## config.mk

```make
export PLATFORM = sky130hd
export DESIGN_NAME = utf8_stream_decoder
export DESIGN_NICKNAME = d
export VERILOG_FILES = /design/src/rtl/core/utf8d_pkg.sv /design/src/rtl/core/utf8_stream_decoder.sv /design/src/rtl/core/utf8d_front.sv /design/src/rtl/core/utf8d_queue.sv /design/src/rtl/core/utf8d_back.sv
export SDC_FILE = /design/constraint.sdc
export NUM_CORES = 1
export LEC_CHECK = 0
export ABC_AREA = 0
export BUFFER_PORTS_ARGS = -buffer_cell sky130_fd_sc_hd__clkbuf_2
export CORE_ASPECT_RATIO = 1.5
export CORE_MARGIN = 4
export CORE_UTILIZATION = 40
export CTS_CLUSTER_DIAMETER = 200
export DETAILED_ROUTE_END_ITERATION = 16
export HOLD_SLACK_MARGIN = 0.1
export PLACE_DENSITY = 0.6
export SLEW_MARGIN = 20
export SYNTH_ARGS = -nofsm -noshare
export SYNTH_HDL_FRONTEND = slang
export SYNTH_SLANG_ARGS = --single-unit
```

## constraint.sdc

```tcl
create_clock -name clk -period 4.7 [get_ports clk]
set_input_delay 0.47 -clock clk [delete_from_list [all_inputs] [get_ports clk]]
set_output_delay 0.47 -clock clk [all_outputs]
set_load 0.03 [all_outputs]
```

## src/rtl/core/utf8d_pkg.sv

```systemverilog
// utf8d_pkg: shared types, constants and byte classification for the utf-8 stream decoder
// no dependencies
`timescale 1ns / 1ps

package utf8d_pkg;

	localparam int CP_W       = 31;
	localparam int CNT_W      = 3;
	localparam int IN_DATA_W  = 8;
	localparam int OUT_DATA_W = 40;
	localparam int USER_W     = 3;
	localparam int QUEUE_DEPTH = 2;

	localparam logic [7:0] MASK_ASCII = 8'h80;
	localparam logic [7:0] MASK_L6    = 8'hfe;
	localparam logic [7:0] MASK_L5    = 8'hfc;
	localparam logic [7:0] MASK_L4    = 8'hf8;
	localparam logic [7:0] MASK_L3    = 8'hf0;
	localparam logic [7:0] MASK_L2    = 8'he0;
	localparam logic [7:0] MASK_CONT  = 8'hc0;
	localparam logic [7:0] LEAD_L6    = 8'hfc;
	localparam logic [7:0] LEAD_L5    = 8'hf8;
	localparam logic [7:0] LEAD_L4    = 8'hf0;
	localparam logic [7:0] LEAD_L3    = 8'he0;
	localparam logic [7:0] LEAD_L2    = 8'hc0;
	localparam logic [7:0] CONT_TAG   = 8'h80;
	localparam logic [5:0] CONT_BITS  = 6'h3f;

	typedef enum logic [2:0] {
		ST_OK      = 3'd0,
		ST_CUT_NC  = 3'd1,
		ST_CUT_END = 3'd2,
		ST_STRAY   = 3'd3,
		ST_INVALID = 3'd4
	} status_t;

	typedef enum logic [1:0] {
		K_ASCII   = 2'd0,
		K_LEAD    = 2'd1,
		K_CONT    = 2'd2,
		K_INVALID = 2'd3
	} kind_t;

	typedef struct packed {
		kind_t            kind;
		logic [CNT_W-1:0] left;
		logic [4:0]       payload;
	} class_t;

	typedef struct packed {
		logic [CP_W-1:0]  code_point;
		logic [CNT_W-1:0] bytes_used;
		status_t          status;
		logic             run_last;
	} res_t;

	// one queue word: the results caused by one input byte
	typedef struct packed {
		res_t r0;
		res_t r1;
		logic two;
	} entry_t;

	function automatic class_t classify(input logic [7:0] b);
		class_t c;
		c.kind    = K_LEAD;
		c.left    = '0;
		c.payload = '0;
		priority if ((b & MASK_ASCII) == 8'h00) begin
			c.kind = K_ASCII;
		end else if ((b & MASK_L6) == LEAD_L6) begin
			c.left = 3'd5; c.payload = {4'b0, b[0]};
		end else if ((b & MASK_L5) == LEAD_L5) begin
			c.left = 3'd4; c.payload = {3'b0, b[1:0]};
		end else if ((b & MASK_L4) == LEAD_L4) begin
			c.left = 3'd3; c.payload = {2'b0, b[2:0]};
		end else if ((b & MASK_L3) == LEAD_L3) begin
			c.left = 3'd2; c.payload = {1'b0, b[3:0]};
		end else if ((b & MASK_L2) == LEAD_L2) begin
			c.left = 3'd1; c.payload = b[4:0];
		end else if ((b & MASK_CONT) == CONT_TAG) begin
			c.kind = K_CONT;
		end else begin
			c.kind = K_INVALID;
		end
		return c;
	endfunction

endpackage

```

## src/rtl/core/utf8_stream_decoder.sv

```systemverilog
// utf8_stream_decoder: top level of the byte-serial utf-8 decoder with legacy 5/6-byte forms
// depends on utf8d_pkg, utf8d_front, utf8d_queue, utf8d_back
`timescale 1ns / 1ps

// One byte enters per cycle on the slave side and one result leaves per cycle on the master
// side, while tready and m_tready are high. The front keeps the open sequence in registers and
// decides in the cycle it takes a byte; its results go as one word into a queue of QUEUE_DEPTH
// words, and the back drains it through a single output register, so a result passes through
// the queue and then the output register before it is offered. A byte that closes a cut sequence
// and also yields a value of its own gives two results; the queue holds later words meanwhile.
// Bytes that only extend a sequence give no result. tready falls only when the queue is full.

module utf8_stream_decoder #(
	parameter int QUEUE_DEPTH = utf8d_pkg::QUEUE_DEPTH
) (
	input  logic                                clk,
	input  logic                                arst_n,
	input  logic                                s_tvalid,
	output logic                                s_tready,
	input  logic [utf8d_pkg::IN_DATA_W-1:0]     s_tdata,  // byte_in
	input  logic                                s_tlast,  // buffer_end
	output logic                                m_tvalid,
	input  logic                                m_tready,
	output logic [utf8d_pkg::OUT_DATA_W-1:0]    m_tdata,  // code_point, bytes_used, zero fill
	output logic [utf8d_pkg::USER_W-1:0]        m_tuser,  // status
	output logic                                m_tlast   // run_last
);
	import utf8d_pkg::*;

	logic   push;
	entry_t push_entry;
	logic   full;
	logic   pop;
	logic   head_valid;
	entry_t head;
	res_t   out_res;

	utf8d_front u_front (
		.clk        (clk),
		.arst_n     (arst_n),
		.in_valid   (s_tvalid),
		.in_ready   (s_tready),
		.byte_in    (s_tdata),
		.buffer_end (s_tlast),
		.push       (push),
		.push_entry (push_entry),
		.full       (full)
	);

	utf8d_queue #(
		.DEPTH (QUEUE_DEPTH)
	) u_queue (
		.clk        (clk),
		.arst_n     (arst_n),
		.push       (push),
		.push_entry (push_entry),
		.full       (full),
		.pop        (pop),
		.head_valid (head_valid),
		.head       (head)
	);

	utf8d_back u_back (
		.clk        (clk),
		.arst_n     (arst_n),
		.head_valid (head_valid),
		.head       (head),
		.pop        (pop),
		.out_valid  (m_tvalid),
		.out_ready  (m_tready),
		.out_res    (out_res)
	);

	assign m_tdata = {{(OUT_DATA_W - CP_W - CNT_W){1'b0}}, out_res.bytes_used, out_res.code_point};
	assign m_tuser = out_res.status;
	assign m_tlast = out_res.run_last;

endmodule

```

## src/rtl/core/utf8d_front.sv

```systemverilog
// utf8d_front: accepts bytes, tracks the open sequence and forms the results of each byte
// depends on utf8d_pkg; feeds utf8d_queue
`timescale 1ns / 1ps

module utf8d_front (
	input  logic              clk,
	input  logic              arst_n,
	input  logic              in_valid,
	output logic              in_ready,
	input  logic [7:0]        byte_in,
	input  logic              buffer_end,
	output logic              push,
	output utf8d_pkg::entry_t push_entry,
	input  logic              full
);
	import utf8d_pkg::*;

	logic [CP_W-1:0]  acc_q;
	logic [CNT_W-1:0] rem_q;
	logic [CNT_W-1:0] taken_q;
	logic             inseq_q;

	logic [CP_W-1:0]  acc_d;
	logic [CNT_W-1:0] rem_d;
	logic [CNT_W-1:0] taken_d;
	logic             inseq_d;

	class_t           cls;
	res_t             idle_res;
	logic             idle_has;
	logic             idle_open;
	logic [CP_W-1:0]  shifted;
	logic [CNT_W-1:0] taken_inc;
	logic [CNT_W-1:0] rem_dec;
	logic             has0;
	logic             accept;

	assign in_ready = !full;
	assign accept   = in_valid && !full;
	assign push     = accept && has0;

	assign cls       = classify(byte_in);
	assign shifted   = {acc_q[CP_W-7:0], byte_in[5:0] & CONT_BITS};
	assign taken_inc = taken_q + 3'd1;
	assign rem_dec   = rem_q - 3'd1;

	// result of a byte seen with no sequence open
	always_comb begin
		idle_res.bytes_used = 3'd1;
		idle_res.run_last   = 1'b1;
		unique case (cls.kind)
			K_ASCII: begin
				idle_res.code_point = {23'b0, byte_in};
				idle_res.status     = ST_OK;
			end
			K_CONT: begin
				idle_res.code_point = {25'b0, byte_in[5:0] & CONT_BITS};
				idle_res.status     = ST_STRAY;
			end
			K_INVALID: begin
				idle_res.code_point = {23'b0, byte_in};
				idle_res.status     = ST_INVALID;
			end
			default: begin
				idle_res.code_point = {26'b0, cls.payload};
				idle_res.status     = ST_CUT_END;
			end
		endcase
		idle_has  = (cls.kind != K_LEAD) || buffer_end;
		idle_open = (cls.kind == K_LEAD) && !buffer_end;
	end

	always_comb begin
		acc_d      = acc_q;
		rem_d      = rem_q;
		taken_d    = taken_q;
		inseq_d    = inseq_q;
		has0       = 1'b0;
		push_entry = '0;
		if (inseq_q) begin
			if (cls.kind == K_CONT) begin
				push_entry.r0.code_point = shifted;
				push_entry.r0.bytes_used = taken_inc;
				push_entry.r0.run_last   = 1'b1;
				if (rem_dec == '0) begin
					push_entry.r0.status = ST_OK;
					has0    = 1'b1;
					inseq_d = 1'b0;
				end else if (buffer_end) begin
					push_entry.r0.status = ST_CUT_END;
					has0    = 1'b1;
					inseq_d = 1'b0;
				end else begin
					push_entry.r0.status = ST_OK;
					acc_d   = shifted;
					rem_d   = rem_dec;
					taken_d = taken_inc;
				end
			end else begin
				has0 = 1'b1;
				push_entry.r0.code_point = acc_q;
				push_entry.r0.bytes_used = taken_q;
				push_entry.r0.status     = ST_CUT_NC;
				push_entry.r0.run_last   = !idle_has;
				push_entry.r1  = idle_res;
				push_entry.two = idle_has;
				inseq_d = 1'b0;
				if (idle_open) begin
					acc_d   = {26'b0, cls.payload};
					rem_d   = cls.left;
					taken_d = 3'd1;
					inseq_d = 1'b1;
				end
			end
		end else begin
			has0 = idle_has;
			push_entry.r0 = idle_res;
			if (idle_open) begin
				acc_d   = {26'b0, cls.payload};
				rem_d   = cls.left;
				taken_d = 3'd1;
				inseq_d = 1'b1;
			end
		end
	end

	always_ff @(posedge clk or negedge arst_n) begin
		if (!arst_n) begin
			acc_q   <= '0;
			rem_q   <= '0;
			taken_q <= '0;
			inseq_q <= 1'b0;
		end else if (accept) begin
			acc_q   <= acc_d;
			rem_q   <= rem_d;
			taken_q <= taken_d;
			inseq_q <= inseq_d;
		end
	end

	a_seq_counts: assert property (@(posedge clk) disable iff (!arst_n)
		inseq_q |-> (taken_q != '0) && (rem_q != '0))
		else $error("open sequence with empty counts");

	a_end_idles: assert property (@(posedge clk) disable iff (!arst_n)
		accept && buffer_end |=> !inseq_q)
		else $error("sequence left open after buffer end");

endmodule

```

## src/rtl/core/utf8d_queue.sv

```systemverilog
// utf8d_queue: short register queue of result words between front and back
// depends on utf8d_pkg
`timescale 1ns / 1ps

module utf8d_queue #(
	parameter int DEPTH = utf8d_pkg::QUEUE_DEPTH
) (
	input  logic              clk,
	input  logic              arst_n,
	input  logic              push,
	input  utf8d_pkg::entry_t push_entry,
	output logic              full,
	input  logic              pop,
	output logic              head_valid,
	output utf8d_pkg::entry_t head
);
	import utf8d_pkg::*;

	localparam int AW = $clog2(DEPTH);
	localparam int CW = $clog2(DEPTH + 1);

	entry_t        mem_q [DEPTH];
	logic [AW-1:0] wr_ptr_q;
	logic [AW-1:0] rd_ptr_q;
	logic [CW-1:0] count_q;

	assign full       = (count_q == CW'(DEPTH));
	assign head_valid = (count_q != '0);
	assign head       = mem_q[rd_ptr_q];

	always_ff @(posedge clk) begin
		if (push) begin
			mem_q[wr_ptr_q] <= push_entry;
		end
	end

	always_ff @(posedge clk or negedge arst_n) begin
		if (!arst_n) begin
			wr_ptr_q <= '0;
			rd_ptr_q <= '0;
			count_q  <= '0;
		end else begin
			if (push) begin
				wr_ptr_q <= (wr_ptr_q == AW'(DEPTH - 1)) ? '0 : wr_ptr_q + 1'b1;
			end
			if (pop) begin
				rd_ptr_q <= (rd_ptr_q == AW'(DEPTH - 1)) ? '0 : rd_ptr_q + 1'b1;
			end
			unique case ({push, pop})
				2'b10:   count_q <= count_q + 1'b1;
				2'b01:   count_q <= count_q - 1'b1;
				default: count_q <= count_q;
			endcase
		end
	end

	a_no_overflow: assert property (@(posedge clk) disable iff (!arst_n)
		!(push && full && !pop))
		else $error("push into full queue");

	a_no_underflow: assert property (@(posedge clk) disable iff (!arst_n)
		pop |-> head_valid)
		else $error("pop from empty queue");

endmodule

```

## src/rtl/core/utf8d_back.sv

```systemverilog
// utf8d_back: drains queue words one result at a time into the output register
// depends on utf8d_pkg; fed by utf8d_queue
`timescale 1ns / 1ps

module utf8d_back (
	input  logic            clk,
	input  logic            arst_n,
	input  logic            head_valid,
	input  utf8d_pkg::entry_t head,
	output logic            pop,
	output logic            out_valid,
	input  logic            out_ready,
	output utf8d_pkg::res_t out_res
);
	import utf8d_pkg::*;

	logic out_valid_q;
	res_t out_res_q;
	logic sel_q;
	logic load;

	assign load      = head_valid && (!out_valid_q || out_ready);
	assign pop       = load && (!head.two || sel_q);
	assign out_valid = out_valid_q;
	assign out_res   = out_res_q;

	always_ff @(posedge clk) begin
		if (load) begin
			out_res_q <= sel_q ? head.r1 : head.r0;
		end
	end

	always_ff @(posedge clk or negedge arst_n) begin
		if (!arst_n) begin
			out_valid_q <= 1'b0;
			sel_q       <= 1'b0;
		end else begin
			if (load) begin
				out_valid_q <= 1'b1;
				sel_q       <= head.two && !sel_q;
			end else if (out_ready) begin
				out_valid_q <= 1'b0;
			end
		end
	end

	a_sel_pair: assert property (@(posedge clk) disable iff (!arst_n)
		sel_q |-> head_valid && head.two)
		else $error("second result selected without a pair word");

	a_second_last: assert property (@(posedge clk) disable iff (!arst_n)
		load && sel_q |=> out_res_q.run_last)
		else $error("second result not marked last");

endmodule
```

=== Word level (Yosys, flattened, before mapping) ===
Memory sizes are Yosys's and may differ from the RTL's.
Index checks and enable logic that the tools add are counted.

* Memories kept: 1
* Output and inout port bits: 46
* Register bits: 82
* Memory bits (writable): 108

* Reduce and logical (&&, ||, !) cells: 23
* Add/subtract/negate cells: 6
* Multiplexer cells: 53
* Eq/ne operators: 15

{| class="wikitable"
|+ Memories
! memory !! words !! bits a word !! read ports !! clocked after memory_dff !! write ports !! RTL line !! source
|-
| u_queue.mem_q || 2 || 54 || 1 || 0 || 1 || utf8d_queue.sv:22 || <nowiki>entry_t mem_q [DEPTH];</nowiki>
|}

{| class="wikitable"
|+ Operators by type and width
! operator !! count
|-
| two-way mux 31 bit || 5
|-
| two-way mux 38 bit || 3
|-
| two-way mux 8 bit || 5
|-
| two-way mux 3 bit || 11
|-
| two-way mux 16 bit || 2
|-
| two-way mux 1 bit || 16
|-
| one-hot mux 8 bit (2 select lines) || 1
|-
| two-way mux 2 bit || 7
|-
| equality test 2 bit (second input constant) || 5
|-
| one-hot mux 3 bit (3 select lines) || 1
|-
| logical NOT 8 bit || 1
|-
| equality test 7 bit (second input constant) || 1
|-
| equality test 6 bit (second input constant) || 1
|-
| logical AND 1 bit || 6
|-
| logical NOT 1 bit || 6
|-
| two-way mux 6 bit || 1
|-
| != test 3 bit (second input constant) || 2
|-
| nonzero test 2 bit || 3
|-
| equality test 5 bit (second input constant) || 1
|-
| equality test 2 x 1 -> 1 bit (second input constant) || 2
|-
| equality test 4 bit (second input constant) || 1
|-
| one-hot mux 2 bit (2 select lines) || 1
|-
| adder 3 x 1 -> 3 bit (second input constant) || 1
|-
| equality test 3 bit (second input constant) || 1
|-
| other kinds (10) || 13
|}

=== Logic depth before layout (Yosys ltp) ===
* Depth after elaboration: 14
* Gate-level depth with buffers: 12

=== Modules after synthesis ===
A second synthesis with hierarchy kept.

* Cell total of the unflattened synthesis: 649
* Area, all modules: 10273.6 sq um

{| class="wikitable"
|+ Modules (own cells, without submodules)
! module !! instances !! cells each !! seq. area each (sq um) !! area each (sq um)
|-
| utf8d_queue || 1 || 256 || 4724.5 || 5823.1
|-
| utf8d_front || 1 || 297 || 950.9 || 2711.4
|-
| utf8d_back || 1 || 89 || 1191.1 || 1690.4
|-
| utf8_stream_decoder || 1 || 7 || 0.0 || 48.8
|}

=== Least setup slack after synthesis ===
Ideal clock, no wire load.

* Kind: input port to flip-flop
* From: input port s_tdata[5] (netlist name)
* To: memory u_queue.mem_q[0][0] (netlist name), enable pin
* Path slack: 0.469 ns
* Cell stages on the path: 9
* Library setup time: 0.460 ns
* Data required time: 4.240 ns
* Data arrival time: 3.771 ns
* Path through: buf_2 and2_1 nand4_1 nand2_1 and2_1 ha_1 nand2_1 o311ai_4 nor2_1

* Longest elaborated chain between the ends: 13
* Elaborated cells on any way between the ends: 19

{| class="wikitable"
|+ RTL lines
! item !! RTL line !! source
|-
| from (decl) || utf8_stream_decoder.sv:20 || <nowiki>input logic [utf8d_pkg::IN_DATA_W-1:0] s_tdata,</nowiki>
|-
| equality test 3 bit || utf8d_pkg.sv:79 || <nowiki>end else if ((b & MASK_L2) == LEAD_L2) begin</nowiki>
|-
| two-way mux 2 bit || utf8d_pkg.sv:79 ||
|-
| two-way mux 2 bit || utf8d_pkg.sv:77 || <nowiki>end else if ((b & MASK_L3) == LEAD_L3) begin</nowiki>
|-
| two-way mux 2 bit || utf8d_pkg.sv:75 || <nowiki>end else if ((b & MASK_L4) == LEAD_L4) begin</nowiki>
|-
| two-way mux 2 bit || utf8d_pkg.sv:73 || <nowiki>end else if ((b & MASK_L5) == LEAD_L5) begin</nowiki>
|-
| two-way mux 2 bit (*) || utf8d_pkg.sv:71 || <nowiki>end else if ((b & MASK_L6) == LEAD_L6) begin</nowiki>
|-
| two-way mux 2 bit (*) || utf8d_pkg.sv:69 || <nowiki>priority if ((b & MASK_ASCII) == 8'h00) begin</nowiki>
|-
| equality test 2 bit / != test 2 x 1 -> 1 bit (equally long branches) || utf8d_front.sv:81, utf8d_front.sv:69 ||
|-
| two-way mux 1 bit / logical OR 1 bit (equally long branches) || utf8d_front.sv:81, utf8d_front.sv:69 ||
|-
| two-way mux 1 bit (*) || utf8d_front.sv:80 || <nowiki>if (inseq_q) begin</nowiki>
|-
| logical AND 1 bit (*) || utf8d_front.sv:40 || <nowiki>assign push = accept && has0;</nowiki>
|-
| two-way mux 1 bit (*) || utf8d_queue.sv:32 || <nowiki>if (push) begin</nowiki>
|-
| two-way mux 1 bit (not written as such) (*) || utf8d_queue.sv:33 || <nowiki>mem_q[wr_ptr_q] <= push_entry;</nowiki>
|-
| to (decl) || utf8d_queue.sv:22 ||
|}

Every way passes the cells marked *; elsewhere a longest branch is shown, timed or not.

=== Worst setup path after layout ===
* From: input port s_tdata[5] (netlist name)
* To: register u_front.acc_q[2]

* Longest elaborated chain between the ends: 12
* Elaborated cells on any way between the ends: 26

{| class="wikitable"
|+ RTL lines
! item !! RTL line !! source
|-
| equality test 3 bit || utf8d_pkg.sv:79 ||
|-
| two-way mux 2 bit || utf8d_pkg.sv:79 ||
|-
| two-way mux 2 bit || utf8d_pkg.sv:77 ||
|-
| two-way mux 2 bit || utf8d_pkg.sv:75 ||
|-
| two-way mux 2 bit || utf8d_pkg.sv:73 ||
|-
| two-way mux 2 bit || utf8d_pkg.sv:71 ||
|-
| two-way mux 2 bit || utf8d_pkg.sv:69 ||
|-
| equality test 2 x 1 -> 1 bit || utf8d_front.sv:70 || <nowiki>idle_open = (cls.kind == K_LEAD) && !buffer_end;</nowiki>
|-
| logical AND 1 bit || utf8d_front.sv:70 ||
|-
| two-way mux 31 bit || utf8d_front.sv:108, utf8d_front.sv:118 ||
|-
| two-way mux 31 bit || utf8d_front.sv:81 || <nowiki>if (cls.kind == K_CONT) begin</nowiki>
|-
| two-way mux 31 bit || utf8d_front.sv:80 ||
|-
| to (signal assigned) || utf8d_front.sv:129 || <nowiki>acc_q <= '0;</nowiki>
|-
| to (signal assigned) || utf8d_front.sv:134 || <nowiki>acc_q <= acc_d;</nowiki>
|-
| to (decl) || utf8d_front.sv:18 || <nowiki>logic [CP_W-1:0] acc_q;</nowiki>
|}

Parallel ways exist; a longest one is shown, timed or not.
A chain may end at the register's enable or synchronous reset.

==> results.md <==
- The number of flops mapped to enable cells by yosys is 140.
- The actual transition at the worst max-transition pin is 0.838 ns.
- Relative to the synthesized area, the layout overhead comes to 14.2%.
- The share of synthesized area in the top cell type comes to 0.542.
- The largest stage delay on the critical path is 0.53 ns.
- The deepest clock path buffer count is 2.
- The total count of hold-check failures in the final report is 0.
- The area fraction in compound gates after synthesis was 0.0774.
- The final core utilization is 0.464.
- The mean area per synthesized cell is 15.1 sq um.
- The worst min-delay path category is primary input to async pin.
- The initial detailed-routing violation count is 252.
- The share of layout cells above drive strength 1 is 0.203.
- The worst setup slack for register-to-register paths is 1.62 ns.
- After floorplanning, the core was sized to cover 19100 sq um.
- Dividing the detail-routed wire length by the instance count gives 17.9 microns.
- The worst setup skew after layout is 0.0120 ns.
- The post-CTS repair timing setup buffer count is 0.
- The final critical-path setup slack is 1.57 ns.
- The initial antenna violation count came to 0.
- The count of antenna-violating nets left after detailed routing is 0.
- Among all flip-flop cells after synthesis, the most frequent one is edfxtp_1.
- The count of yosys warnings during synthesis is 0.
- Setup repair after global routing left no endpoint under its margin.
- The run finished with clean final reports.
- The register bit total from synthesis is 184.
- The starting density of the core is 0.407.
- The clock period minus final worst setup slack is 3.13 ns.
- The final-stage net count is 585.
- The final count of pins violating max slew is 0.
- The post-synthesis cell type with the largest combined area is edfxtp_1.
- After clock tree synthesis, the clock-pin slew on the worst setup and hold paths is 0.07 ns.
- The count of final setup violators is 0.
- The placement-stage cell area is 8260 sq um.
- Across every metal layer, demand over resource in global routing totals 0.145.
- VDD sags by at most 0.350 mV.
- Using the TritonRoute via totals, the vias-per-cell ratio works out to 5.16.
- The fraction of the mapped netlist area in adder cells is 0.0145.
- The total length of routed wires is 14900 microns.
- The cell leakage power is 0.00338 uW.
- Of the total synthesized cell area, the portion taken by AND, OR, NAND and NOR gates is 0.0675.
- The worst max-slew margin expressed relative to the limit is 0.441.
- The placed wire-length estimate after detailed placement is 9810 microns.
- Power spread over the standard cell area amounts to 621 nW/um^2.
- The CTS tree is built.
- The data arrival time at the worst-slack endpoint is 3.43 ns.
- After synthesis, the share of cell area in mux cells is 0.112.
- The maximum operating frequency is 319 MHz.
- Summed over all layers, the global routing overflow is 0.
- The total via count after detailed routing is 4290.
- At the later pin of the worst-skew pair, clock insertion delay measures 0.42 ns.
- The final weighted congestion in routability-driven placement is 0.902.
- The die outline width is 122 microns.
- At the placement stage, the worst setup path has a slack of 1.16 ns.
- The number of inserted diodes is 0.
- The dominant cell type by count on the critical path is and2_1.
- The worst-path maximum fanout is 34.
- The data required time of the critical path is 5.00 ns.
- The critical path launch point type is a primary input.
- In this run the count of I/O pins placed on the die edge is 59.
- Among cell families on the critical path, the largest total delay comes from simple AND/OR/NAND/NOR gates.
- The clock root buffer master is clkbuf_16.
- The count of hold buffers inserted by post-cts repair is 0.
- By area, the combinational part of the netlist is dominated by multiplexers.
- Dividing the final minimum period by the clock period gives 0.666.
- Of the total synthesized cell area, the portion taken by XOR and XNOR cells is 0.0102.
- The die footprint is 21700 sq um.
- The post-synthesis instance total is 515.
- The cell area after layout is 8860 sq um.
- The H-tree generated during clock tree synthesis spans 4 levels.
- The row count is 62.
- Once the clock tree was built, the resizer swapped 0 gates to a different size.
- The clock net in this run drives a total of 184 sinks.
- The fraction of registers with async set or reset after synthesis is 0.239.
- During placement, the flow inserted port buffers numbering 52.
- Leaving out fill and tap cells, the most frequent cell in the layout is edfxtp_1.
- The cell with the biggest individual delay on the critical path is nand2_2.
- The via count of the first global-routing pass is 4478.
- Entering global routing, the biggest net connects 45 pins.
- The overall die height is 179 microns.
- Traced cell by cell, the critical path runs through clkbuf_2 -> and2_1 -> nand4_1 -> nand2_1 -> and2_1 -> ha_1 -> buf_4 -> and2_1 -> a31oi_4 -> nand2_2 -> mux2_1.
- Buffers inserted during clock tree synthesis total 17.
- The cell area after technology mapping is 7760 sq um.
- The first global-routing pass estimated 24100 microns of wire.
- The top cell types in the final layout, fill and taps aside, are 140 x edfxtp_1, 60 x nor2_1, 53 x mux2i_1, 52 x clkbuf_2, 43 x dfrtp_1.
- The worst hold margin is 0.118 ns.
- After routing, the total negative slack on setup checks comes to 0 ns.
- Sorting the synthesized cells by area gives the leading types as edfxtp_1 54%, dfrtp_1 14%, mux2i_1 6.8%.
- For this run, design rule violations remaining after detail routing come to 0.
- Counting distinct cell types in the post-synthesis netlist gives 52.
- The setup path with the least slack is of type primary input to register.
- The tool flagged a number of max-cap violations equal to 0.
- The first detailed-routing pass ran for 4 iterations.
- The post-synthesis sequential area ratio is 0.684.
- Together, buffers and inverters on the worst path number 2.
- The capturing element type of the critical path is a register.
## final timing paths
path / cells past startpoint / startpoint / end
min: 2 / arst_n / u_front.acc_q[3]$_DFFE_PN0P_
max reg2reg: 5 / u_front.inseq_q$_DFFE_PN0P_ / u_queue.mem_q[0][29]$_DFFE_PP_
min in group clk: 2 / m_tready / u_back.out_valid$_DFFE_PN0P_
max: 11 / s_tdata[5] / u_front.acc_q[2]$_DFFE_PN0P_
max in group asynchronous: 2 / arst_n / u_queue.rd_ptr_q$_DFFE_PN0P_
min reg2reg: 1 / u_queue.count_q[1]$_DFFE_PN0P_ / u_queue.count_q[1]$_DFFE_PN0P_
## flip-flops by register name, indices dropped and copies added, names as in the netlist
register	count
u_queue.rd_ptr_q	1
u_front.rem_q	3
u_back.out_res	38
u_queue.mem_q	102
u_queue.wr_ptr_q	1
u_front.inseq_q	1
u_back.sel_q	1
u_back.out_valid	1
u_queue.count_q	2
u_front.acc_q	31
u_front.taken_q	3
## layer usage
metal / global-route usage / vias up / wire (microns)
li1: - / 2007 / -
met1: 0.171 / 2163 / 5930
met2: 0.259 / 102 / 8080
met3: 0.0311 / 18 / 599
met4: 0.0547 / 0 / 308
met5: 0 / - / 0
## through the flow
step,total power (uW),std cells
finish,5500,832
global route,5790,832
CTS,5580,831
detailed placement,4180,799
global placement,4130,799
floorplan,3710,520
## layout make-up
type                    count  area, sq um
multi-input cells         283         2230
well taps                 256          320
flip-flops and latches    184         5310
inverters                  17         63.8
fillers                  1744        10200
clock buffers              17          425
clock inverters            15          158
repair buffers             60          353
## cells in the mapped netlist, types with 4 or more instances
library cell and number:
edfxtp_1 140, nor2_1 62, mux2i_1 53, dfrtp_1 44
a22o_1 29, nand2_1 18, inv_1 14, buf_2 13
mux4_2 13, clkbuf_1 10, o21ai_1 10, ha_1 9
a21oi_1 8, and2_1 8, buf_4 6, xnor2_1 6
nand2b_1 5, nor2b_1 5, a221o_1 4, buf_6 4
## cell families after synthesis
kind of cell	after synthesis
AND/OR/NAND/NOR	114
buffers and inverters	53
flip-flops	184
adder cells (fa/ha/maj)	9
AO/OA/AOI/OAI	75
XOR/XNOR	9
other	1
multiplexers	70
## where the power goes
| group | internal [uW] | switching, uW |
|---|---|---|
| combinational | 531 | 1080 |
| clock | 752 | 650 |
| sequential | 2330 | 164 |
| total | 3610 | 1890 |
No activity file was read; power rests on OpenSTA's default activity.
